===== src/brpu_pkg.sv =====
`timescale 1ns / 1ps
package brpu_pkg;

  // Plane and destination limits
  localparam int MAX_SRC_W = 128;
  localparam int MAX_SRC_H = 128;
  localparam int MAX_DST   = 4096;

  // Fixed field widths of the ports
  localparam int SAMPLE_W     = 16;
  localparam int CFG_W        = 13;
  localparam int CFG_IDX_W    = 2;
  localparam int SRC_CFG_W    = 8;
  localparam int DST_CFG_W    = 13;
  localparam int LOAD_COORD_W = 7;
  localparam int OUT_COORD_W  = 12;

  // Derived widths
  localparam int FRAC_W      = 16;
  localparam int COL_W       = $clog2(MAX_SRC_W);
  localparam int ROW_W       = $clog2(MAX_SRC_H);
  localparam int SRC_IDX_W   = (COL_W > ROW_W) ? COL_W : ROW_W;
  localparam int STEP_W      = SRC_IDX_W + FRAC_W;
  localparam int DEN_W       = $clog2(MAX_DST);
  localparam int CNT_W       = $clog2(STEP_W + 1);
  localparam int SW_W        = $clog2(MAX_SRC_W + 1);
  localparam int SH_W        = $clog2(MAX_SRC_H + 1);
  localparam int DSZ_W       = $clog2(MAX_DST + 1);
  localparam int PROD_W      = OUT_COORD_W + STEP_W;
  localparam int IPART_W     = PROD_W - FRAC_W;
  localparam int PLANE_DEPTH = MAX_SRC_W * MAX_SRC_H;
  localparam int ADDR_W      = $clog2(PLANE_DEPTH);

  // Size register reset values, held inside the legal range
  localparam int SW_RST = (MAX_SRC_W < 128) ? MAX_SRC_W : 128;
  localparam int SH_RST = (MAX_SRC_H < 128) ? MAX_SRC_H : 128;
  localparam int DW_RST = (MAX_DST < 512) ? MAX_DST : 512;
  localparam int DH_RST = (MAX_DST < 512) ? MAX_DST : 512;

  typedef enum logic [CFG_IDX_W-1:0] {
    REG_SRC_WIDTH  = 2'd0,
    REG_SRC_HEIGHT = 2'd1,
    REG_DST_WIDTH  = 2'd2,
    REG_DST_HEIGHT = 2'd3
  } cfg_reg_e;

  typedef enum logic {
    FUNC_LOAD  = 1'b0,
    FUNC_QUERY = 1'b1
  } func_e;

  typedef enum logic [3:0] {
    ST_IDLE,
    ST_DIVX,
    ST_DIVY,
    ST_MUL,
    ST_SEL,
    ST_RD0,
    ST_RD1,
    ST_RD2,
    ST_RD3,
    ST_H1,
    ST_OUT
  } state_e;

  typedef enum logic [1:0] {
    CNR_00,
    CNR_01,
    CNR_10,
    CNR_11
  } corner_e;

  typedef enum logic [1:0] {
    CAP_NONE,
    CAP_P00,
    CAP_P01,
    CAP_P10
  } cap_e;

  typedef struct packed {
    logic    accept;
    logic    div_start;
    logic    div_is_y;
    logic    step_x_we;
    logic    step_y_we;
    logic    prod_we;
    logic    coord_we;
    logic    mem_re;
    corner_e corner;
    cap_e    cap;
    logic    h0_we;
    logic    h1_we;
    logic    out_we;
  } ctrl_cmd_t;

  typedef struct packed {
    logic div_done;
    logic err;
    logic out_full;
  } ctrl_stat_t;

endpackage


===== src/brpu_ctrl.sv =====
`timescale 1ns / 1ps
module brpu_ctrl (
  input  logic                  clk_i,
  input  logic                  rst_ni,
  input  logic                  in_valid_i,
  input  logic                  func_i,
  input  logic                  cfg_we_i,
  input  brpu_pkg::ctrl_stat_t  stat_i,
  output logic                  in_ready_o,
  output brpu_pkg::ctrl_cmd_t   cmd_o
);
  import brpu_pkg::*;

  state_e state_q, state_d;
  logic   steps_ok_q, steps_ok_d;
  logic   ready;

  assign ready = (state_q == ST_IDLE) && steps_ok_q && !cfg_we_i;

  // Next state
  always_comb begin
    state_d    = state_q;
    steps_ok_d = steps_ok_q;
    unique case (state_q)
      ST_IDLE: begin
        priority if (cfg_we_i) state_d = ST_IDLE;
        else if (!steps_ok_q) state_d = ST_DIVX;
        else if (in_valid_i && (func_i == FUNC_QUERY)) state_d = ST_MUL;
        else state_d = ST_IDLE;
      end
      ST_DIVX: begin
        priority if (cfg_we_i) state_d = ST_IDLE;
        else if (stat_i.div_done) state_d = ST_DIVY;
        else state_d = ST_DIVX;
      end
      ST_DIVY: begin
        priority if (cfg_we_i) state_d = ST_IDLE;
        else if (stat_i.div_done) begin
          state_d    = ST_IDLE;
          steps_ok_d = 1'b1;
        end else begin
          state_d = ST_DIVY;
        end
      end
      ST_MUL:  state_d = stat_i.err ? ST_OUT : ST_SEL;
      ST_SEL:  state_d = ST_RD0;
      ST_RD0:  state_d = ST_RD1;
      ST_RD1:  state_d = ST_RD2;
      ST_RD2:  state_d = ST_RD3;
      ST_RD3:  state_d = ST_H1;
      ST_H1:   state_d = ST_OUT;
      ST_OUT:  state_d = stat_i.out_full ? ST_OUT : ST_IDLE;
      default: state_d = ST_IDLE;
    endcase
    if (cfg_we_i) begin
      steps_ok_d = 1'b0;
    end
  end

  // Commands
  always_comb begin
    cmd_o      = '0;
    in_ready_o = ready;
    unique case (state_q)
      ST_IDLE: begin
        cmd_o.accept = ready && in_valid_i;
        if (!steps_ok_q && !cfg_we_i) begin
          cmd_o.div_start = 1'b1;
        end
      end
      ST_DIVX: begin
        if (!cfg_we_i && stat_i.div_done) begin
          cmd_o.step_x_we = 1'b1;
          cmd_o.div_start = 1'b1;
          cmd_o.div_is_y  = 1'b1;
        end
      end
      ST_DIVY: begin
        cmd_o.div_is_y = 1'b1;
        if (!cfg_we_i && stat_i.div_done) begin
          cmd_o.step_y_we = 1'b1;
        end
      end
      ST_MUL: cmd_o.prod_we = 1'b1;
      ST_SEL: cmd_o.coord_we = 1'b1;
      ST_RD0: begin
        cmd_o.mem_re = 1'b1;
        cmd_o.corner = CNR_00;
      end
      ST_RD1: begin
        cmd_o.mem_re = 1'b1;
        cmd_o.corner = CNR_01;
        cmd_o.cap    = CAP_P00;
      end
      ST_RD2: begin
        cmd_o.mem_re = 1'b1;
        cmd_o.corner = CNR_10;
        cmd_o.cap    = CAP_P01;
      end
      ST_RD3: begin
        cmd_o.mem_re = 1'b1;
        cmd_o.corner = CNR_11;
        cmd_o.cap    = CAP_P10;
        cmd_o.h0_we  = 1'b1;
      end
      ST_H1:  cmd_o.h1_we = 1'b1;
      ST_OUT: cmd_o.out_we = !stat_i.out_full;
      default: cmd_o = '0;
    endcase
  end

  always_ff @(posedge clk_i or negedge rst_ni) begin
    if (!rst_ni) begin
      state_q    <= ST_IDLE;
      steps_ok_q <= 1'b0;
    end else begin
      state_q    <= state_d;
      steps_ok_q <= steps_ok_d;
    end
  end

endmodule


===== config.mk =====
export PLATFORM = sky130hd
export DESIGN_NAME = brpu_ctrl
export DESIGN_NICKNAME = d
export VERILOG_FILES = /design/src/brpu_pkg.sv /design/src/brpu_ctrl.sv
export SDC_FILE = /design/constraint.sdc
export NUM_CORES = 1
export LEC_CHECK = 0
export BUFFER_PORTS_ARGS = -buffer_cell sky130_fd_sc_hd__buf_2
export CORE_AREA = 2 2 39 41
export CTS_BUF_LIST = sky130_fd_sc_hd__clkbuf_16
export DETAILED_ROUTE_END_ITERATION = 6
export DIE_AREA = 0 0 41 43
export SLEW_MARGIN = 20
export SYNTH_ARGS = -nofsm -noshare
export SYNTH_HDL_FRONTEND = slang
export SYNTH_SLANG_ARGS = --single-unit

===== constraint.sdc =====
create_clock -name clk_i -period 1.84 [get_ports clk_i]
set_input_delay 0.184 -clock clk_i [delete_from_list [all_inputs] [get_ports clk_i]]
set_output_delay 0.184 -clock clk_i [all_outputs]
set_load 0.005 [all_outputs]

==> results of run 1 <==
==> synth_stat cells, drive strengths merged (2+ instances only) <==
cell type	instances	share of area (%)
a21oi	4	4.4
buf	3	3.9
dfrtp	5	28
inv	2	1.7
nand2	5	4.2
nand2b	5	6.9
nand3	3	3.3
nor2	11	9.1
nor2b	2	2.8
nor3	5	5.5
o21ai	7	7.8
==> area by class of cell <==
type | instances | area [um^2]
Sequential cell | 5 | 125
Tap cell | 16 | 20.0
Inverter | 2 | 7.51
Multi-Input combinational cell | 54 | 302
Fill cell | 135 | 718
Clock inverter | 1 | 3.75
Clock buffer | 3 | 75.1
Timing Repair Buffer | 25 | 133
==> registers in the layout, summed over array words and instances (netlist names) <==
register	count
state_q	4
steps_ok_q	1
==> logic make-up (layout without fill, tap and decap cells) <==
logic type	count (synthesis)	after routing	share of synthesized area (%)
compound gates	16	16	21.6
simple gates	38	38	45.2
flops	5	5	27.7
buf+inv	5	31	5.54
==> power breakdown <==
group	internal [mW]	total, mW	switching [mW]	leakage, nW
logic	0.255	0.520	0.265	0.243
registers	0.154	0.240	0.0863	0.0665
clock network	0.281	0.348	0.0667	0.0423
==> cell usage in the layout, fill, tap and decap left out, types with 2 or more instances in the layout <==
| cell type | n |
|---|---|
| buf_2 | 23 |
| nor2_1 | 11 |
| nand2b_1 | 5 |
| nor3_1 | 5 |
| nand2_1 | 5 |
| o21ai_0 | 5 |
| dfrtp_1 | 5 |
| a21oi_1 | 4 |
| nand3_1 | 3 |
| clkbuf_16 | 3 |
| inv_1 | 2 |
| nor2b_1 | 2 |
| o21ai_1 | 2 |
==> worst min path at each step <==
stage,startpoint,cells after the start,endpoint,slack [ps]
floorplan,rst_ni,0,state_q[0],-110
global placement,rst_ni,1,state_q[3],2
detailed placement,rst_ni,1,state_q[3],4
CTS,cfg_we_i,2,steps_ok_q,170
global route,cfg_we_i,2,steps_ok_q,180
finish,cfg_we_i,2,steps_ok_q,170
==> worst register-to-register path, stage by stage (launching register included) <==
cell	delay (ps)
dfrtp_1	430
or2_4	280
or3_4	340
o22ai_2	170
==> metal layers <==
layer | part of all wire, % | track usage (%)
met5 | 0 | 0
met4 | 1.9 | 12.0
met3 | 5.0 | 4.71
met2 | 49 | 22.5
met1 | 44 | 16.4
==> per-stage QoR <==
step / std cells / cell area [um^2] / setup WS, ps / total power [mW]
global route: 106 / 666 / 47.5 / 1.21
CTS: 106 / 666 / 137 / 1.13
finish: 106 / 666 / 148 / 1.11
global placement: 101 / 577 / 413 / 0.766
detailed placement: 101 / 577 / 381 / 0.768
floorplan: 64 / 452 / 515 / 0.607
==> qor.yml, run 1 <==
clock_tree:
  worstSkewPairLatency_ps: 230
  post_cts_resized: 0
  cts.sinks: 5
  cts_buffers: 3
  clockBufferDepth: 2
  ctsHoldBuffers: 1
  postCtsSetupRepairBufs: 0
  cts-root-buf: "clkbuf_16"
  cts_htree_levels: 1
  cts_tree: "done"
  clk_pin_slew_worst_paths_ps: 30
grt:
  grtUsageTotal_pct: 15.1
  grt_overflow: 0
  antenna_found_initial: 0
  grt_pass1_wl_um: 1730
  grt_start_max_net_pins: 14
  grt_pass1_vias: 447
yosys:
  synth_cell_types: 26
  synthesis.area_um2: 452
  postSynth.asyncResetShare_pct: 100
  syn-num-nets: 72
  yosysWarnings: 0
  syn_inst: 64
  syn_area_per_cell_um2: 7.06
  ys_seq_elements: 5
  synth_edf_count: 0
  synth_flop_cell: "dfrtp_1"
  yosysSeqAreaShare_pct: 27.7
cells_and_area:
  antennaDiodeCount: 0
  area_delta_synth_final_pct: 47.4
  drive_above_1_share_pct: 35.6
  final_util_pct: 48.1
  fin_nets: 99
sta:
  fin_hold_ws_ps: 173
  drv_slew: 0
  clock_skew_ps: 0.699
  fin_crit_sh_pct: 91.9
  post-route-min-period_ps: 1690
  slew_headroom_pct: 75.7
  hold_violations: 0
  setup_tns_ps: 0
  rsz0062_at_grt: "false"
  setup_viol: 0
  fmax_ghz: 0.591
  worstMarginPinSlew_ps: 365
job:
  maxCapViolCount: 0
detailed_routing:
  firstDrtPassIters: 4
  drc: 0
  detail_route.wl_per_cell_um: 10.2
  vias: 521
  wirelength_um: 1090
  via_per_inst: 4.92
  drt_iter0_markers: 5
  drtAntennaViolNets: 0
floorplan:
  initial_core_util_pct: 32.6
  die_y_um: 43
  io_pins: 24
  dieWidth_um: 41
  die-area_um2: 1760
  core-area_um2: 1380
  num_rows: 14
min_path:
  worstHoldPathType: "input pin to flip-flop"
worst_setup_path:
  critical_path_arrival_ps: 1510
  cp_num_buf_inv: 1
  cp.depth: 4
  cp_max_fo: 7
  path_class: "flip-flop to output pin"
  crit_chain: "or2_4, or3_4, nor2b_1, buf_2"
  required_ps: 1660
  start_kind: "flip-flop"
  cp_slowest_cell: "dfrtp_1"
  endpoint_kind: "output pin"
  slowest_delay_ps: 430
  crit_path_start: "state_q[2]"
  cp_top_family: "simple AND/OR/NAND/NOR gates"
  r2r_slack_ps: 530
  rr_startpoint: "state_q[2]"
  r2r-end: "state_q[0]"
  reg2regPathDepth: 3
  cp-endpoint: "cmd_o[13]"
place:
  dp_hpwl_um: 882
  numPortBuffers: 23
  routabilityCongestion: 0.721
power_and_ir_drop:
  p_per_area_nw_per_um2: 1660
  p_leak_nw: 0.352
  max-vdd-ir-drop_mv: 0.814
status:
  outcome: "completed"
(Power assumes the default switching activity.)
==> inputs of run 2 (changes only) <==
--- a/config.mk
+++ b/config.mk
@@ -5,11 +5,12 @@
 export SDC_FILE = /design/constraint.sdc
 export NUM_CORES = 1
 export LEC_CHECK = 0
-export BUFFER_PORTS_ARGS = -buffer_cell sky130_fd_sc_hd__buf_2
+export BUFFER_PORTS_ARGS = -buffer_cell sky130_fd_sc_hd__buf_4
 export CORE_AREA = 2 2 39 41
 export CTS_BUF_LIST = sky130_fd_sc_hd__clkbuf_16
 export DETAILED_ROUTE_END_ITERATION = 6
 export DIE_AREA = 0 0 41 43
+export GPL_ROUTABILITY_DRIVEN = 0
 export SLEW_MARGIN = 20
 export SYNTH_ARGS = -nofsm -noshare
 export SYNTH_HDL_FRONTEND = slang
==> run 2 against run 1 <==
Net effect:
- worst setup slack got worse by 9.5 ps
- global-route usage grew 0.086 points
- die area did not move
- highest routed layer unchanged
==> qor.yml, run 2 (same netlist as run 1, synthesis figures left out) <==
sta:
  post-route-min-period_ps: 1700  # was 1690 ps
  setup_viol: 0  # unchanged
  slew_headroom_pct: 75.6  # was 75.7%
  drv_slew: 0  # unchanged
  clock_skew_ps: 0.696  # was 0.699 ps
  setup_tns_ps: 0  # unchanged
  hold_violations: 0  # unchanged
  worstMarginPinSlew_ps: 366  # was 365 ps
  fin_crit_sh_pct: 92.5  # was 91.9%
  fmax_ghz: 0.588  # was 0.591 GHz
  rsz0062_at_grt: "false"  # unchanged
detailed_routing:
  drtAntennaViolNets: 0  # unchanged
  drc: 0  # unchanged
  detail_route.wl_per_cell_um: 10.9  # was 10.2 um
  firstDrtPassIters: 4  # unchanged
  vias: 542  # was 521
  via_per_inst: 5.11  # was 4.92
  drt_iter0_markers: 11  # was 5
  wirelength_um: 1150  # was 1090 um
cells_and_area:
  largest_register_ffs: 4  # unchanged
  fillers: 130  # was 135
  final_common_cell: "buf_4"  # was buf_2
  drive_above_1_share_pct: 35.6  # unchanged
  reg_top3: "state_q: 4 flops, steps_ok_q: 1 flops"  # unchanged
  antennaDiodeCount: 0  # unchanged
  fin_nets: 99  # unchanged
  final_cell_mix: "buf_4 (24), nor2_1 (11)"  # was buf_2 (23), nor2_1 (11)
  area_delta_synth_final_pct: 60.1  # was 47.4%
  finalNonFillerCells: 106  # unchanged
  largest_register: "state_q"  # unchanged
worst_setup_path:
  crit_chain: "or2_4, or3_4, nor2b_1, buf_4"  # was or2_4, or3_4, nor2b_1, buf_2
  cp_num_buf_inv: 1  # unchanged
  cp_slowest_cell: "dfrtp_1"  # unchanged
  start_kind: "flip-flop"  # unchanged
  path_class: "flip-flop to output pin"  # unchanged
  endpoint_kind: "output pin"  # unchanged
  cp_max_fo: 7  # unchanged
  critical_path_arrival_ps: 1520  # was 1510 ps
  required_ps: 1660  # about the same
  cp_top_family: "simple AND/OR/NAND/NOR gates"  # unchanged
  slowest_delay_ps: 440  # was 430 ps
floorplan:
  io_pins: 24  # unchanged
  die-area_um2: 1760  # unchanged
  dieWidth_um: 41  # unchanged
  die_y_um: 43  # unchanged
  core-area_um2: 1380  # unchanged
  initial_core_util_pct: 32.6  # unchanged
  num_rows: 14  # unchanged
clock_tree:
  worstSkewPairLatency_ps: 220  # was 230 ps
  cts_tree: "done"  # unchanged
  cts-root-buf: "clkbuf_16"  # unchanged
  clockBufferDepth: 2  # unchanged
  post_cts_resized: 0  # unchanged
  cts_buffers: 3  # unchanged
  cts.sinks: 5  # unchanged
  ctsHoldBuffers: 1  # unchanged
  cts_htree_levels: 1  # unchanged
  postCtsSetupRepairBufs: 0  # unchanged
  clk_pin_slew_worst_paths_ps: 30  # about the same
grt:
  grt_start_max_net_pins: 14  # unchanged
  grt_pass1_wl_um: 1790  # was 1730 um
  antenna_found_initial: 0  # unchanged
  grt_overflow: 0  # unchanged
  grtUsageTotal_pct: 15.1  # about the same
  grt_pass1_vias: 449  # was 447
place:
  place_inst: 101  # unchanged
  numPortBuffers: 23  # unchanged
  dp_hpwl_um: 900  # was 882 um
power_and_ir_drop:
  p_leak_nw: 0.358  # was 0.352 nW
  p_per_area_nw_per_um2: 1630  # was 1660 nW/um^2
  max-vdd-ir-drop_mv: 1.06  # was 0.814 mV
job:
  maxCapViolCount: 0  # unchanged
status:
  outcome: "completed"  # unchanged
min_path:
  worstHoldPathType: "input pin to flip-flop"  # unchanged
==> run 2: report_power, final <==
group	total [mW]	switching [mW]	internal, mW	leakage (nW)
sequential	0.240	0.0863	0.154	0.0665
clock	0.347	0.0657	0.281	0.0423
combinational	0.590	0.283	0.307	0.249
==> run 2: metrics by stage <==
stage / power, mW / util (%) / instance area [um^2] / setup WS (ps) / hold WS (ps)
2_1_floorplan: 0.607 / - / 452 / 515 / -112
3_3_place_gp: 0.827 / 45.8 / 634 / 404 / -12.9
3_5_place_dp: 0.828 / 45.8 / 634 / 385 / -13.0
4_1_cts: 1.18 / 52.3 / 723 / 136 / 144
5_1_grt: 1.27 / 52.3 / 723 / 71.2 / 166
6_report: 1.18 / 52.3 / 723 / 139 / 146
==> run 2: per-layer routing <==
layer  vias up  share of wire (%)  GRT usage (%)
met4         0               0.69           12.0
li1        275                  -              -
met3         2                7.5           1.57
met5         -                  0              0
met1       245                 44           20.6
met2        20                 48           20.6
==> run 2: final timing paths <==
kind	from	endpoint	slack, ps	cells after the start
max	state_q[2]	cmd_o[13]	140	4
max reg2reg	state_q[2]	state_q[0]	500	3
min in group asynchronous	rst_ni	state_q[3]	290	2
min reg2reg	steps_ok_q	steps_ok_q	550	2
max in group asynchronous	rst_ni	state_q[0]	1440	2
min	cfg_we_i	steps_ok_q	150	2
==> run 2: layout make-up <==
| type | count | area, um^2 | share of cell area [%] |
|---|---|---|---|
| Clock buffer | 3 | 75.1 | 10.4 |
| Multi-Input combinational cell | 54 | 302 | 41.7 |
| Sequential cell | 5 | 125 | 17.3 |
| Clock inverter | 1 | 3.75 | 0.519 |
| Timing Repair Buffer | 25 | 190 | 26.3 |
| Inverter | 2 | 7.51 | 1.04 |
| Tap cell | 16 | 20.0 | 2.77 |
==> run 2: worst register-to-register path, cell delays in order (launching register included) <==
cell and delay [ps]:
dfrtp_1 440, or2_4 290, or3_4 340, o22ai_2 190
==> inputs of run 3 (changes only) <==
--- a/config.mk
+++ b/config.mk
@@ -5,11 +5,11 @@
 export SDC_FILE = /design/constraint.sdc
 export NUM_CORES = 1
 export LEC_CHECK = 0
-export BUFFER_PORTS_ARGS = -buffer_cell sky130_fd_sc_hd__buf_4
 export CORE_AREA = 2 2 39 41
 export CTS_BUF_LIST = sky130_fd_sc_hd__clkbuf_16
 export DETAILED_ROUTE_END_ITERATION = 6
 export DIE_AREA = 0 0 41 43
+export DONT_BUFFER_PORTS = 1
 export GPL_ROUTABILITY_DRIVEN = 0
 export SLEW_MARGIN = 20
 export SYNTH_ARGS = -nofsm -noshare
==> run 3 against run 2 <==
Net effect:
- final area down 25%
- worst setup slack gained 24 ps
- combinational power decreased by 31%
- routed wire length shrank 9.0%
- flip-flop and latch count did not move
- power decreased by 14%
- fmax grew 1.4%
- non-clock buffer count down 24
- die area unchanged
- critical path type unchanged
- largest power group unchanged
==> qor.yml, run 3 (same netlist as run 1, synthesis figures left out) <==
status:
  outcome: "completed"  # unchanged
sta:
  slew_headroom_pct: 75.6  # about the same
  rsz0062_at_grt: "false"  # unchanged
  fmax_ghz: 0.596  # was 0.588 GHz
  setup_viol: 0  # unchanged
  hold_violations: 0  # unchanged
  setup_tns_ps: 0  # unchanged
  clock_skew_ps: 0.946  # was 0.696 ps
  fin_crit_sh_pct: 91.2  # was 92.5%
  drv_slew: 0  # unchanged
  post-route-min-period_ps: 1680  # was 1700 ps
  worstMarginPinSlew_ps: 366  # about the same
worst_setup_path:
  path_class: "flip-flop to output pin"  # unchanged
  cp_slowest_cell: "dfrtp_1"  # unchanged
  endpoint_kind: "output pin"  # unchanged
  r2r_slack_ps: 470  # was 500 ps
  crit_chain: "or2_4, or3_4, nor2b_1"  # was or2_4, or3_4, nor2b_1, buf_4
  r2r-end: "state_q[0]"  # unchanged
  cp_max_fo: 11  # was 7
  slowest_delay_ps: 470  # was 440 ps
  required_ps: 1660  # about the same
  rr_startpoint: "state_q[3]"  # was state_q[2]
  reg2regPathDepth: 3  # unchanged
  start_kind: "flip-flop"  # unchanged
  critical_path_arrival_ps: 1490  # was 1520 ps
detailed_routing:
  drc: 0  # unchanged
  vias: 435  # was 542
  via_per_inst: 5.30  # was 5.11
  wirelength_um: 1050  # was 1150 um
  detail_route.wl_per_cell_um: 12.8  # was 10.9 um
  firstDrtPassIters: 4  # unchanged
  drtAntennaViolNets: 0  # unchanged
  drt_iter0_markers: 4  # was 11
grt:
  grt_pass1_wl_um: 1730  # was 1790 um
  grt_pass1_vias: 429  # was 449
  antenna_found_initial: 0  # unchanged
  met1_usage_pct: 15.7  # was 20.6%
  grt_overflow: 0  # unchanged
  grtUsageMet3_pct: 2.09  # was 1.57%
  use_met2_pct: 22.5  # was 20.6%
  grt_start_max_net_pins: 14  # unchanged
  gr-max-usage-layer: "met2"  # unchanged
  grtUsageTotal_pct: 14.5  # was 15.1%
min_path:
  hp-start: "cfg_we_i"  # unchanged
  worstHoldPathType: "input pin to flip-flop"  # unchanged
  whs_endpoint: "steps_ok_q"  # unchanged
  hold_depth: 1  # was 2
clock_tree:
  cts.sinks: 5  # unchanged
  cts_buffers: 3  # unchanged
  cts_htree_levels: 1  # unchanged
  clockBufferDepth: 2  # unchanged
  cts-root-buf: "clkbuf_16"  # unchanged
  post_cts_resized: 0  # unchanged
  clk_pin_slew_worst_paths_ps: 30  # about the same
  ctsHoldBuffers: 1  # unchanged
  cts_tree: "done"  # unchanged
  postCtsSetupRepairBufs: 0  # unchanged
  worstSkewPairLatency_ps: 220  # about the same
floorplan:
  io_pins: 24  # unchanged
  dieWidth_um: 41  # unchanged
  die_y_um: 43  # unchanged
  die-area_um2: 1760  # unchanged
  num_rows: 14  # unchanged
  core-area_um2: 1380  # unchanged
  initial_core_util_pct: 32.6  # unchanged
place:
  numPortBuffers: 0  # was 23
  place_inst: 77  # was 101
  dp_hpwl_um: 855  # was 900 um
cells_and_area:
  reg_top3: "state_q: 4 flops, steps_ok_q: 1 flops"  # unchanged
  largest_register_ffs: 4  # unchanged
  antennaDiodeCount: 0  # unchanged
  area_delta_synth_final_pct: 20.2  # was 60.1%
  fin_nets: 75  # was 99
  finalNonFillerCells: 82  # was 106
  drive_above_1_share_pct: 12.1  # was 35.6%
  largest_register: "state_q"  # unchanged
  final_common_cell: "nor2_1"  # was buf_4
power_and_ir_drop:
  p_per_area_nw_per_um2: 1850  # was 1630 nW/um^2
  max-vdd-ir-drop_mv: 0.723  # was 1.06 mV
  finalPower_mw: 1.01  # was 1.18 mW
  p_leak_nw: 0.233  # was 0.358 nW
job:
  maxCapViolCount: 0  # unchanged
-- run 3: cell types whose count changed in the layout (fill, tap and decap cells not counted) --
cell   before  now
buf_4      24    0
-- run 3: final cells by class --
class	instances	area, um^2
Tap cell	16	20.0
Clock inverter	1	3.75
Multi-Input combinational cell	54	302
Clock buffer	3	75.1
Inverter	2	7.51
Sequential cell	5	125
Timing Repair Buffer	1	10.0
Fill cell	148	841
-- run 3: power by group --
part	total, mW	switching (mW)	internal (mW)
logic	0.407	0.227	0.180
registers	0.257	0.103	0.154
clock network	0.343	0.0624	0.281
total	1.01	0.393	0.614
-- run 3: how the worst max path moves through the flow --
stage,from,end,slack (ps),depth (start not counted)
after CTS,state_q[3],cmd_o[13],160,3
after global placement,state_q[3],cmd_o[13],410,3
after global routing,state_q[3],cmd_o[13],110,3
after floorplan,state_q[2],cmd_o[13],510,3
final,state_q[3],cmd_o[13],160,3
after detailed placement,state_q[3],cmd_o[13],400,3
-- run 3: critical path: cells and delay by family (launching register included) --
| kind | cells | cell delay (ps) |
|---|---|---|
| simple gates | 3 | 800 |
| flops | 1 | 470 |
-- run 3: metrics by stage --
| step | area [um^2] | setup WS, ps | hold WS (ps) | utilization [%] |
|---|---|---|---|---|
| after floorplan | 452 | 515 | -112 | - |
| after global placement | 454 | 407 | -111 | 32.8 |
| after detailed placement | 454 | 398 | -111 | 32.8 |
| after CTS | 543 | 156 | 22.9 | 39.2 |
| after global routing | 543 | 105 | 23.2 | 39.2 |
| final | 543 | 163 | 24.6 | 39.2 |
-- run 3: layer usage --
layer,share of wire [%],up-vias,wire length (um)
met4,0.76,0,8
met3,6.2,2,65
li1,-,224,-
met2,52,10,551
met5,0,-,0
met1,41,199,426
